--- src/sv/csits_pkg.sv ---
`default_nettype none

package csits_pkg;

   localparam int CHAR_BITS = 16;

   localparam logic [CHAR_BITS-1:0] CH_NUL   = CHAR_BITS'(0);
   localparam logic [CHAR_BITS-1:0] CH_TAB   = CHAR_BITS'(9);
   localparam logic [CHAR_BITS-1:0] CH_CR    = CHAR_BITS'(13);
   localparam logic [CHAR_BITS-1:0] CH_SPACE = CHAR_BITS'(32);
   localparam logic [CHAR_BITS-1:0] CH_STAR  = CHAR_BITS'(42);
   localparam logic [CHAR_BITS-1:0] CH_PLUS  = CHAR_BITS'(43);
   localparam logic [CHAR_BITS-1:0] CH_MINUS = CHAR_BITS'(45);
   localparam logic [CHAR_BITS-1:0] CH_SLASH = CHAR_BITS'(47);
   localparam logic [CHAR_BITS-1:0] CH_ZERO  = CHAR_BITS'(48);
   localparam logic [CHAR_BITS-1:0] CH_NINE  = CHAR_BITS'(57);
   localparam logic [CHAR_BITS-1:0] CH_EQUAL = CHAR_BITS'(61);
   localparam logic [CHAR_BITS-1:0] CH_UP_A  = CHAR_BITS'(65);
   localparam logic [CHAR_BITS-1:0] CH_UP_F  = CHAR_BITS'(70);
   localparam logic [CHAR_BITS-1:0] CH_UP_X  = CHAR_BITS'(88);
   localparam logic [CHAR_BITS-1:0] CH_LO_A  = CHAR_BITS'(97);
   localparam logic [CHAR_BITS-1:0] CH_LO_F  = CHAR_BITS'(102);
   localparam logic [CHAR_BITS-1:0] CH_LO_X  = CHAR_BITS'(120);

   localparam logic [1:0] KIND_DEC = 2'd0;
   localparam logic [1:0] KIND_HEX = 2'd1;
   localparam logic [1:0] KIND_EQ  = 2'd2;
   localparam logic [1:0] KIND_END = 2'd3;

   localparam logic [31:0] VALUE_MAX = 32'h7FFF_FFFF;
   localparam logic [35:0] MAG_CAP   = 36'h0_8000_0000;

   localparam int FIFO_DEPTH = 8;
   localparam int PTR_W      = $clog2(FIFO_DEPTH);
   localparam int CNT_W      = $clog2(FIFO_DEPTH + 1);

   typedef enum logic [2:0] {
      MODE_BETWEEN    = 3'd0,
      MODE_SLASH      = 3'd1,
      MODE_LINE       = 3'd2,
      MODE_LINE_SKIP  = 3'd3,
      MODE_BLOCK      = 3'd4,
      MODE_BLOCK_STAR = 3'd5,
      MODE_TOKEN      = 3'd6,
      MODE_LEAD_ZERO  = 3'd7
   } mode_type;

   typedef struct packed {
      logic [1:0]  kind;
      logic [31:0] value;  // two's complement
      logic        last;
   } word_type;

   // results of one character: count (0..2), then the words in order
   typedef struct packed {
      logic [1:0] count;
      word_type   first;
      word_type   second;
   } step_out_type;

endpackage

`default_nettype wire

--- src/sv/comment_skipping_integer_token_scanner.sv ---
// Scans a text one character per word and sends one result word per token: decimal
// (saturating, optional sign), hex after 0x/0X, -1 for a token that starts with '=',
// and an end word when a zero character arrives. Whitespace, // line comments and
// /* */ block comments are skipped. A character is registered, the scanner state and
// any result words are formed from it in the next cycle, and the words go into an
// 8-word output queue, so the result of a token passes the input register and then
// the queue before it is shown on rsp_tvalid, and may wait behind older words there.
// A new character is taken every cycle while the queue has room for the words of the
// character in the input register plus two more; req_tready drops only when the
// consumer falls behind. The end character of a text with an open token gives two
// words, the token's (tlast low) then the end word (tlast high).
`default_nettype none

module comment_skipping_integer_token_scanner (
   input  wire logic                            clock,
   input  wire logic                            reset,
   input  wire logic                            req_tvalid,
   output logic                                 req_tready,
   input  wire logic [csits_pkg::CHAR_BITS-1:0] req_tdata,  // [15:0] char_code
   output logic                                 rsp_tvalid,
   input  wire logic                            rsp_tready,
   output logic [31:0]                          rsp_tdata,  // [31:0] token_value
   output logic [1:0]                           rsp_tuser,  // [1:0] token_kind
   output logic                                 rsp_tlast
);
   import csits_pkg::*;

   logic                  in_valid_ff, in_valid_in;
   logic [CHAR_BITS-1:0]  in_char_ff;
   logic                  accept;
   logic [CNT_W-1:0]      queue_count;
   logic [CNT_W-1:0]      room_need;
   step_out_type          step_out;
   word_type              head;

   assign room_need   = queue_count + (in_valid_ff ? CNT_W'(2) : CNT_W'(0));
   assign req_tready  = (room_need <= CNT_W'(FIFO_DEPTH - 2));
   assign accept      = req_tvalid && req_tready;
   assign in_valid_in = accept;

   always_ff @(posedge clock) begin
      if (reset) begin
         in_valid_ff <= 1'b0;
      end else begin
         in_valid_ff <= in_valid_in;
      end
   end

   always_ff @(posedge clock) begin
      if (accept) begin
         in_char_ff <= req_tdata;
      end
   end

   csits_core u_core (
      .clock      (clock),
      .reset      (reset),
      .step_valid (in_valid_ff),
      .step_char  (in_char_ff),
      .step_out   (step_out)
   );

   csits_fifo u_fifo (
      .clock      (clock),
      .reset      (reset),
      .push       (step_out),
      .pop_ready  (rsp_tready),
      .head_valid (rsp_tvalid),
      .head       (head),
      .count      (queue_count)
   );

   assign rsp_tdata = head.value;
   assign rsp_tuser = head.kind;
   assign rsp_tlast = head.last;

endmodule

`default_nettype wire

--- src/sv/csits_fifo.sv ---
`default_nettype none

module csits_fifo (
   input  wire logic                       clock,
   input  wire logic                       reset,
   input  wire csits_pkg::step_out_type    push,
   input  wire logic                       pop_ready,
   output logic                            head_valid,
   output csits_pkg::word_type             head,
   output logic [csits_pkg::CNT_W-1:0]     count
);
   import csits_pkg::*;

   word_type               mem_ff [FIFO_DEPTH];
   logic [PTR_W-1:0]       wr_ptr_ff, wr_ptr_in;
   logic [PTR_W-1:0]       rd_ptr_ff, rd_ptr_in;
   logic [CNT_W-1:0]       count_ff, count_in;
   logic [PTR_W-1:0]       wr_next;
   logic                   pop;

   assign head_valid = (count_ff != '0);
   assign head       = mem_ff[rd_ptr_ff];
   assign count      = count_ff;
   assign pop        = head_valid && pop_ready;
   assign wr_next    = wr_ptr_ff + PTR_W'(1);

   always_comb begin
      wr_ptr_in = wr_ptr_ff + PTR_W'(push.count);
      rd_ptr_in = rd_ptr_ff + PTR_W'(pop);
      count_in  = count_ff + CNT_W'(push.count) - CNT_W'(pop);
   end

   always_ff @(posedge clock) begin
      if (reset) begin
         wr_ptr_ff <= '0;
         rd_ptr_ff <= '0;
         count_ff  <= '0;
      end else begin
         wr_ptr_ff <= wr_ptr_in;
         rd_ptr_ff <= rd_ptr_in;
         count_ff  <= count_in;
      end
   end

   always_ff @(posedge clock) begin
      if (push.count != 2'd0) begin
         mem_ff[wr_ptr_ff] <= push.first;
      end
      if (push.count == 2'd2) begin
         mem_ff[wr_next] <= push.second;
      end
   end

endmodule

`default_nettype wire

--- src/sv/csits_core.sv ---
`default_nettype none

module csits_core (
   input  wire logic                            clock,
   input  wire logic                            reset,
   input  wire logic                            step_valid,
   input  wire logic [csits_pkg::CHAR_BITS-1:0] step_char,
   output csits_pkg::step_out_type              step_out
);
   import csits_pkg::*;

   mode_type     mode_ff, mode_in;
   logic [1:0]   kind_ff, kind_in;
   logic [31:0]  acc_ff, acc_in;
   logic         neg_ff, neg_in;
   logic         stop_ff, stop_in;

   logic         is_end, is_space, is_slash, is_star, is_digit, is_hex_alpha;
   logic         token_open;
   logic [35:0]  mac;
   logic [31:0]  dec_next;
   logic [31:0]  tok_value;

   assign is_end       = (step_char == CH_NUL);
   assign is_space     = (step_char == CH_SPACE) ||
                         ((step_char >= CH_TAB) && (step_char <= CH_CR));
   assign is_slash     = (step_char == CH_SLASH);
   assign is_star      = (step_char == CH_STAR);
   assign is_digit     = (step_char >= CH_ZERO) && (step_char <= CH_NINE);
   assign is_hex_alpha = ((step_char >= CH_LO_A) && (step_char <= CH_LO_F)) ||
                         ((step_char >= CH_UP_A) && (step_char <= CH_UP_F));
   assign token_open   = (mode_ff == MODE_TOKEN) || (mode_ff == MODE_LEAD_ZERO) ||
                         (mode_ff == MODE_SLASH);

   // acc*10 + digit; digit value of '0'..'9' is the low nibble
   assign mac      = {1'b0, acc_ff, 3'b000} + {3'b000, acc_ff, 1'b0} +
                     {32'd0, step_char[3:0]};
   assign dec_next = (mac >= MAG_CAP) ? MAG_CAP[31:0] : mac[31:0];

   always_comb begin
      case (kind_ff)
         KIND_EQ:  tok_value = '1;
         KIND_HEX: tok_value = acc_ff;
         default: begin
            if (neg_ff) begin
               tok_value = 32'd0 - acc_ff;
            end else begin
               tok_value = acc_ff[31] ? VALUE_MAX : acc_ff;
            end
         end
      endcase
   end

   // next scan mode
   always_comb begin
      mode_in = mode_ff;
      if (step_valid) begin
         if (is_end) begin
            mode_in = MODE_BETWEEN;
         end else begin
            case (mode_ff)
               MODE_BETWEEN: begin
                  if (is_slash) begin
                     mode_in = MODE_SLASH;
                  end else if (step_char == CH_ZERO) begin
                     mode_in = MODE_LEAD_ZERO;
                  end else if (!is_space) begin
                     mode_in = MODE_TOKEN;
                  end
               end
               MODE_SLASH: begin
                  if (is_slash) begin
                     mode_in = MODE_LINE;
                  end else if (is_star) begin
                     mode_in = MODE_BLOCK;
                  end else if (is_space) begin
                     mode_in = MODE_BETWEEN;
                  end else begin
                     mode_in = MODE_TOKEN;
                  end
               end
               MODE_LINE: begin
                  if (step_char == CH_CR) begin
                     mode_in = MODE_LINE_SKIP;
                  end
               end
               MODE_LINE_SKIP: mode_in = MODE_BETWEEN;
               MODE_BLOCK: begin
                  if (is_star) begin
                     mode_in = MODE_BLOCK_STAR;
                  end
               end
               MODE_BLOCK_STAR: begin
                  if (is_slash) begin
                     mode_in = MODE_BETWEEN;
                  end else if (!is_star) begin
                     mode_in = MODE_BLOCK;
                  end
               end
               MODE_TOKEN, MODE_LEAD_ZERO: begin
                  mode_in = is_space ? MODE_BETWEEN : MODE_TOKEN;
               end
               default: mode_in = MODE_BETWEEN;
            endcase
         end
      end
   end

   // token datapath
   always_comb begin
      kind_in = kind_ff;
      acc_in  = acc_ff;
      neg_in  = neg_ff;
      stop_in = stop_ff;
      if (step_valid) begin
         if (is_end) begin
            kind_in = KIND_DEC;
            acc_in  = '0;
            neg_in  = 1'b0;
            stop_in = 1'b0;
         end else begin
            case (mode_ff)
               MODE_BETWEEN: begin
                  if (!is_space) begin
                     kind_in = KIND_DEC;
                     acc_in  = '0;
                     neg_in  = 1'b0;
                     stop_in = 1'b0;
                     if (step_char == CH_EQUAL) begin
                        kind_in = KIND_EQ;
                        stop_in = 1'b1;
                     end else if (step_char == CH_MINUS) begin
                        neg_in = 1'b1;
                     end else if (is_digit) begin
                        acc_in = {28'd0, step_char[3:0]};
                     end else if (!is_slash && (step_char != CH_PLUS)) begin
                        stop_in = 1'b1;
                     end
                  end
               end
               MODE_SLASH: begin
                  if (is_slash || is_star || is_space) begin
                     kind_in = KIND_DEC;
                     acc_in  = '0;
                     neg_in  = 1'b0;
                     stop_in = 1'b0;
                  end else begin
                     stop_in = 1'b1;
                  end
               end
               MODE_TOKEN, MODE_LEAD_ZERO: begin
                  if (is_space) begin
                     kind_in = KIND_DEC;
                     acc_in  = '0;
                     neg_in  = 1'b0;
                     stop_in = 1'b0;
                  end else if ((mode_ff == MODE_LEAD_ZERO) &&
                               ((step_char == CH_LO_X) || (step_char == CH_UP_X))) begin
                     kind_in = KIND_HEX;
                     acc_in  = '0;
                  end else if (!stop_ff && (kind_ff == KIND_HEX)) begin
                     if (is_digit) begin
                        acc_in = {acc_ff[27:0], step_char[3:0]};
                     end else if (is_hex_alpha) begin
                        acc_in = {acc_ff[27:0], step_char[3:0] + 4'd9};
                     end else begin
                        stop_in = 1'b1;
                     end
                  end else if (!stop_ff && (kind_ff == KIND_DEC)) begin
                     if (is_digit) begin
                        acc_in = dec_next;
                     end else begin
                        stop_in = 1'b1;
                     end
                  end
               end
               default: ;
            endcase
         end
      end
   end

   // result words
   always_comb begin
      step_out = '0;
      if (step_valid) begin
         if (is_end) begin
            if (token_open) begin
               step_out.count  = 2'd2;
               step_out.first  = '{kind: kind_ff, value: tok_value, last: 1'b0};
               step_out.second = '{kind: KIND_END, value: 32'd0, last: 1'b1};
            end else begin
               step_out.count = 2'd1;
               step_out.first = '{kind: KIND_END, value: 32'd0, last: 1'b1};
            end
         end else if (is_space && token_open) begin
            // a lone slash closes as decimal zero; its token state is clear
            step_out.count = 2'd1;
            step_out.first = '{kind: kind_ff, value: tok_value, last: 1'b1};
         end
      end
   end

   always_ff @(posedge clock) begin
      if (reset) begin
         mode_ff <= MODE_BETWEEN;
         kind_ff <= KIND_DEC;
         acc_ff  <= '0;
         neg_ff  <= 1'b0;
         stop_ff <= 1'b0;
      end else begin
         mode_ff <= mode_in;
         kind_ff <= kind_in;
         acc_ff  <= acc_in;
         neg_ff  <= neg_in;
         stop_ff <= stop_in;
      end
   end

endmodule

`default_nettype wire

--- config.mk ---
export PLATFORM = sky130hd
export DESIGN_NAME = comment_skipping_integer_token_scanner
export DESIGN_NICKNAME = d
export VERILOG_FILES = /design/src/sv/csits_pkg.sv /design/src/sv/comment_skipping_integer_token_scanner.sv /design/src/sv/csits_fifo.sv /design/src/sv/csits_core.sv
export SDC_FILE = /design/constraint.sdc
export NUM_CORES = 1
export LEC_CHECK = 0
export ABC_AREA = 1
export BUFFER_PORTS_ARGS = -buffer_cell sky130_fd_sc_hd__buf_4
export CORE_ASPECT_RATIO = 2
export CORE_MARGIN = 1
export CORE_UTILIZATION = 65
export DETAILED_ROUTE_END_ITERATION = 6
export GPL_ROUTABILITY_DRIVEN = 0
export GPL_TIMING_DRIVEN = 0
export PLACE_DENSITY = 0.83
export SLEW_MARGIN = 20
export SYNTH_ARGS = -nofsm -noshare
export SYNTH_HDL_FRONTEND = slang
export SYNTH_SLANG_ARGS = --single-unit
--- constraint.sdc ---
create_clock -name clock -period 6.7 [get_ports clock]
set_input_delay 0.335 -clock clock [delete_from_list [all_inputs] [get_ports clock]]
set_output_delay 0.335 -clock clock [all_outputs]
set_load 0.05 [all_outputs]
==> impl_metrics.json, run 1 <==
{
  "status": "finished, violations left",
  "violations": "design-rule violations",
  "wirelength_met1_um": 21300,
  "period_needed_ns": 4.35,
  "maxSlewHeadroom": 0.241,
  "place_hpwl_um": 50600,
  "ys_types": 55,
  "whs_path_depth": 3,
  "rows": 88,
  "clock_sinks": 346,
  "async_flop_share": 0,
  "hp-class": "in -> reg",
  "vias": 20700,
  "power_w": 0.00645,
  "firstDrtPassIters": 6,
  "yosysMostFrequentCell": "nand2_1",
  "viasPerCell": 6.44,
  "placed_area_um2": 20000,
  "wl_per_cell_um": 22.2,
  "slew_violations": 0,
  "grt_usage": 0.507,
  "clk_pin_slew_ns": 0.07,
  "fp.dieH_um": 244,
  "cp_max_fo": 10,
  "end_kind": "primary output",
  "setup_viol": 0,
  "synth_common_cells": "nand2_1, dfxtp_1, o21ai_0",
  "startpoint_type": "register",
  "hold_violations": 0,
  "cts_max_path_buffers": 3,
  "drt_iter0_drc": 2610,
  "top_layer_used": "met5",
  "r2r_end": "u_core.acc_ff[16]",
  "grt_max_degree": 17,
  "worst_ep_required_time_ns": 6.36,
  "yosysWarningCount": 0,
  "drive_above_1_share": 0.0823,
  "fmax_mhz": 230,
  "fin_nets": 2932,
  "reg2reg_setup_slack_ns": 2.81,
  "antenna_left": 0,
  "io_pins": 57,
  "cts_made_buffers": 30,
  "grt_overflow": 0,
  "cts_resized": 0,
  "start_util": 0.662,
  "portBuffers": 55,
  "syn_nets": 2828,
  "clock-root-buffer": "clkbuf_16",
  "synth-edff-count": 40,
  "routed_wl_um": 71300,
  "grt_pass1_vias": 20600,
  "fillers": 2414,
  "wl_met2_um": 33000,
  "hold_end": "in_valid_ff",
  "synth_top_area_frac": 0.321,
  "yosysSeqAreaShare": 0.384,
  "yosys.area.top_type": "dfxtp_1",
  "clock_latency_ns": 0.60,
  "dr_wl_met3_um": 8350,
  "synth-main-ff-cell": "dfxtp_1",
  "cap_violations": 0,
  "netlist_instances": 2718,
  "synth_area_leaders": "dfxtp_1, nand2_1, o21ai_0",
  "antenna_found_initial": 8,
  "reg2reg_depth": 19,
  "fp.dieW_um": 123,
  "powerDensity_nw_per_um2": 304,
  "worst_pin_slew_ns": 1.14,
  "leakagePower_nw": 9.83,
  "synth_area_per_cell_um2": 7.03,
  "ys_ff_latch": 346,
  "tns_ns": 0,
  "synth_area_um2": 19100,
  "rsz0062_at_grt": "no",
  "htreeDepth": 1,
  "syn_to_final_growth_pct": 11.0,
  "reg2reg_from": "in_char_ff[3]",
  "grt_pass1_wl_um": 113000,
  "cts_tree": "done",
  "dieArea_um2": 30100,
  "final_area_um2": 21200,
  "irDropWorstVdd_v": 0.000249,
  "arrival_ns": 4.01,
  "drc_errors": 1,
  "critPathKind": "reg -> out",
  "finClkSkew_ns": 0.0200,
  "hold_start": "req_tvalid",
  "coreArea_um2": 28800,
  "fin_crit_sh": 0.649
}
## worst max path at each step
stage / startpoint / end / slack (ns) / cells after the start
3_5_place_dp: in_char_ff[3] / u_core.acc_ff[16] / 2.91 / 19
4_1_cts: in_char_ff[3] / u_core.acc_ff[16] / 2.89 / 19
5_1_grt: u_fifo.rd_ptr_ff[0] / rsp_tdata[27] / 2.19 / 8
2_1_floorplan: in_char_ff[3] / u_core.acc_ff[16] / 3.65 / 20
6_report: u_fifo.rd_ptr_ff[0] / rsp_tdata[27] / 2.35 / 8
3_3_place_gp: in_char_ff[3] / u_core.acc_ff[16] / 2.90 / 20
## state kept, by name (all words and copies together), names as in the netlist
name              count
u_core.acc_ff        32
u_core.kind_ff        2
u_core.mode_ff        3
u_core.neg_ff         1
u_fifo.mem_ff       280
u_core.stop_ff        1
u_fifo.rd_ptr_ff      3
in_char_ff           16
in_valid_ff           1
u_fifo.count          4
u_fifo.wr_ptr_ff      3
## placed cells by master (no fill, tap or decap), drive strengths merged, types with 40 or more instances in the layout
cell    instances
a21oi         228
buf            99
dfxtp         306
edfxtp         40
o21ai         387
nor2          295
o22ai         119
ha             86
nand2         539
nand3          91
clkbuf        132
inv           308
## cell type report
class,instances,area (um^2),area share
clock buffer,45,928,0.0438
buffer,130,553,0.0261
inverter,312,1170,0.0553
clock inverter,9,78.8,0.00372
sequential,346,7330,0.346
multi-input combinational,1930,10100,0.476
timing repair buffer,72,581,0.0274
tap,360,450,0.0213
antenna,7,17.5,0.000827
## where the power goes
part | total, W | internal (W) | switching, W
sequential | 0.00217 | 0.00214 | 0.0000339
combinational | 0.00246 | 0.000596 | 0.00187
clock | 0.00181 | 0.000993 | 0.000818
total | 0.00645 | 0.00373 | 0.00272
## worst max-delay path, cell delays in order (launching register included)
cell	delay (ns)
dfxtp_1	0.33
clkbuf_1	0.50
clkbuf_1	0.41
clkbuf_1	0.68
o21ai_0	0.18
o22ai_1	0.62
nor2_1	0.09
a31oi_1	0.30
buf_4	0.30
## cell families after synthesis
| group | Yosys count | share of synthesized area |
|---|---|---|
| buffers and inverters | 442 | 0.0902 |
| and+or+nand+nor | 998 | 0.221 |
| xor gates and xnor gates | 29 | 0.0133 |
| AOI/OAI and AO/OA | 813 | 0.231 |
| DFF | 346 | 0.384 |
| adders and majority gates | 90 | 0.0605 |
## routing by layer
layer / vias to the layer above / global-route usage
li1: 9354 / -
met1: 9263 / 0.458
met2: 1425 / 0.767
met3: 635 / 0.269
met4: 2 / 0.515
met5: - / 0.0469
## stage by stage
step | instances | util | setup slack [ns] | hold slack (ns)
after global placement | 3133 | 0.692 | 2.90 | 0.432
after floorplan | 2718 | - | 3.65 | 0.421
final | 3211 | 0.735 | 2.35 | 0.0398
after CTS | 3204 | 0.734 | 2.89 | 0.0549
after global routing | 3205 | 0.734 | 2.19 | 0.0426
after detailed placement | 3134 | 0.693 | 2.91 | 0.436
## timing repair
item | 4_1_cts | 5_1_grt
hold buffers | 16 | 0
setup buffers | 0 | 0
hold endpoints to repair | 16 | 0
Power figures use the tool's default switching activity.
==> run 2: changes to the inputs <==
Settings changed: ABC_AREA 1 to 0, CORE_UTILIZATION 65 to 63, PLACE_DENSITY 0.83 to 0.81.
Clock period 6.7 ns to 4.35 ns, I/O delays scaled along.
==> impl_metrics.json, run 2 <==
{
  "status": "finished, final reports clean",
  "portBuffers": 56,
  "netlist_instances": 1956,
  "finClkSkew_ns": 0.0112,
  "ff_latch_area_um2": 7330,
  "yosysSeqAreaShare": 0.405,
  "routed_wl_um": 59200,
  "drt_iter0_drc": 1399,
  "grt_overflow": 0,
  "critPathKind": "reg -> reg",
  "cap_violations": 0,
  "cp_max_fo": 10,
  "post-place-ws_ns": -0.714,
  "io_pins": 57,
  "clock-root-buffer": "clkbuf_16",
  "reg_top3": "u_fifo.mem_ff (280), u_core.acc_ff (32), in_char_ff (16)",
  "switching_share": 0.282,
  "slew_violations": 0,
  "cts_max_path_buffers": 3,
  "final_common_cell": "o21ai_0",
  "grt_max_degree": 17,
  "drive_above_1_share": 0.133,
  "maxSlewHeadroom": 0.274,
  "fp.dieW_um": 122,
  "placed_area_um2": 19000,
  "synth_area_um2": 18100,
  "antenna_left": 0,
  "layout_common_cells": "o21ai_0, dfxtp_1, nand3_1",
  "rows": 87,
  "arrival_ns": 4.75,
  "cts_made_buffers": 30,
  "switchingPower_w": 0.00207,
  "fin_ws_ns": 0.0982,
  "worst_pin_slew_ns": 1.08,
  "top_register": "u_fifo.mem_ff",
  "setup_viol": 0,
  "yosys.area.top_type": "dfxtp_1",
  "wl_per_cell_um": 24.2,
  "htreeDepth": 1,
  "ys_types": 81,
  "fillers": 2144,
  "synth_area_leaders": "dfxtp_1, o21ai_0, mux4_2",
  "start_util": 0.642,
  "p_int_w": 0.00528,
  "final_area_um2": 20200,
  "coreArea_um2": 28200,
  "leakagePower_nw": 7.38,
  "antenna_found_initial": 1,
  "cts_tree": "done",
  "yosysMostFrequentCell": "o21ai_0",
  "powerDensity_nw_per_um2": 364,
  "ys_ff_latch": 346,
  "clock_sinks": 346,
  "drc_errors": 0,
  "syn_to_final_growth_pct": 11.7,
  "async_flop_share": 0,
  "period_needed_ns": 4.25,
  "vias": 16900,
  "power_frac_comb": 0.171,
  "fin_nets": 2177,
  "synth_area_per_cell_um2": 9.25,
  "synth-edff-count": 40,
  "syn_nets": 2066,
  "multi_input_area_um2": 10000,
  "startpoint_type": "register",
  "end_kind": "register",
  "place_hpwl_um": 43500,
  "synth_common_cells": "o21ai_0, dfxtp_1, nand3_1",
  "power_w": 0.00735,
  "grt_usage": 0.404,
  "grt_pass1_vias": 17000,
  "clock_latency_ns": 0.58,
  "fp.dieH_um": 242,
  "largest_reg_flops": 280,
  "irDropWorstVdd_v": 0.000318,
  "clk_pin_slew_ns": 0.07,
  "synth-main-ff-cell": "dfxtp_1",
  "p_clk_frac": 0.375,
  "place_inst": 2368,
  "worst_ep_required_time_ns": 4.85,
  "firstDrtPassIters": 6,
  "hp-class": "in -> reg",
  "dieArea_um2": 29400,
  "power_frac_seq": 0.454,
  "layout.cells.non_filler": 2447,
  "yosysWarningCount": 0,
  "whs_ns": 0.0987,
  "fmax_mhz": 235,
  "fin_crit_sh": 0.977,
  "viasPerCell": 6.91,
  "antenna_cells": 0,
  "grt_pass1_wl_um": 90400,
  "hold_violations": 0,
  "synth_top_area_frac": 0.339
}
[run 2: cell types whose count changed after synthesis, moves of 35 or more]
cell     before  now
nor2_1      283   82
nand2_1     523   97
a21oi_1     225   78
inv_2        35    0
o21ai_1      83   30
mux2_2        0   39
inv_1       273   44
mux4_2        0   70
nand3_1      80  297
o22ai_1     119   12
[run 2: worst paths after layout]
path	start	cells after the start	end	slack [ns]
worst max-delay path	in_char_ff[3]	18	u_core.acc_ff[27]	0.1
worst min-delay path	reset	4	u_core.acc_ff[1]	0.1
worst max register to register	in_char_ff[3]	18	u_core.acc_ff[27]	0.1
worst min register to register	u_fifo.mem_ff[6][29]	2	u_fifo.mem_ff[6][29]	0.46
[run 2: layer usage]
metal,vias up,GRT usage,routed length (um)
li1,7532,-,-
met1,8079,0.377,18400
met2,912,0.715,30700
met3,378,0.0844,4270
met4,2,0.366,5830
met5,-,0,11
[run 2: cell families after synthesis]
logic type / synth area share
simple gates: 0.168
compound gates: 0.184
flops: 0.405
buf+inv: 0.0422
mux: 0.115
fa+ha+maj: 0.0639
xor+xnor: 0.0213
[run 2: layout make-up]
class / instances / area share
Clock inverter: 12 / 0.00508
Clock buffer: 44 / 0.0448
Multi-Input combinational cell: 1421 / 0.496
Tap cell: 356 / 0.0220
Inverter: 44 / 0.00817
Sequential cell: 346 / 0.363
Timing Repair Buffer: 80 / 0.0318
Buffer: 144 / 0.0297
[run 2: what timing repair did]
item | in CTS | in global routing
gates resized for setup | 4 | 6
hold endpoints to repair | 17 | 0
hold buffers | 17 | 0
setup endpoints to repair | 32 | 30
pin swaps | 2 | 0
buffers inserted | 4 | 3
[run 2: critical path, stage by stage, from the launching register on]
cell and delay (ns):
edfxtp_1 0.44, buf_2 0.25, inv_1 0.15, fa_1 0.63, inv_1 0.06, ha_1 0.28, a21oi_1 0.18, nor2_1 0.10
o21ai_1 0.21, nand3b_1 0.10, buf_4 0.17, o21ai_2 0.19, o21ai_0 0.20, a2111oi_4 0.32, buf_4 0.21, nand3_1 0.11
buf_2 0.21, clkbuf_4 0.21, o22ai_1 0.13
[run 2: through the flow]
stage | TNS [ns] | util
final | 0 | 0.717
after detailed placement | -18.85 | 0.673
after global placement | -15.22 | 0.673
after global routing | -0.120 | 0.717
after CTS | 0 | 0.715
after floorplan | 0 | -
[run 2: power by group through the flow]
| stage | Clock (W) | Sequential [W] | Combinational [W] |
|---|---|---|---|
| 2_1_floorplan | 0 | 0.00340 | 0.000905 |
| 3_3_place_gp | 0 | 0.00341 | 0.00119 |
| 3_5_place_dp | 0 | 0.00341 | 0.00122 |
| 4_1_cts | 0.00274 | 0.00334 | 0.00123 |
| 5_1_grt | 0.00285 | 0.00335 | 0.00134 |
| 6_report | 0.00275 | 0.00334 | 0.00126 |
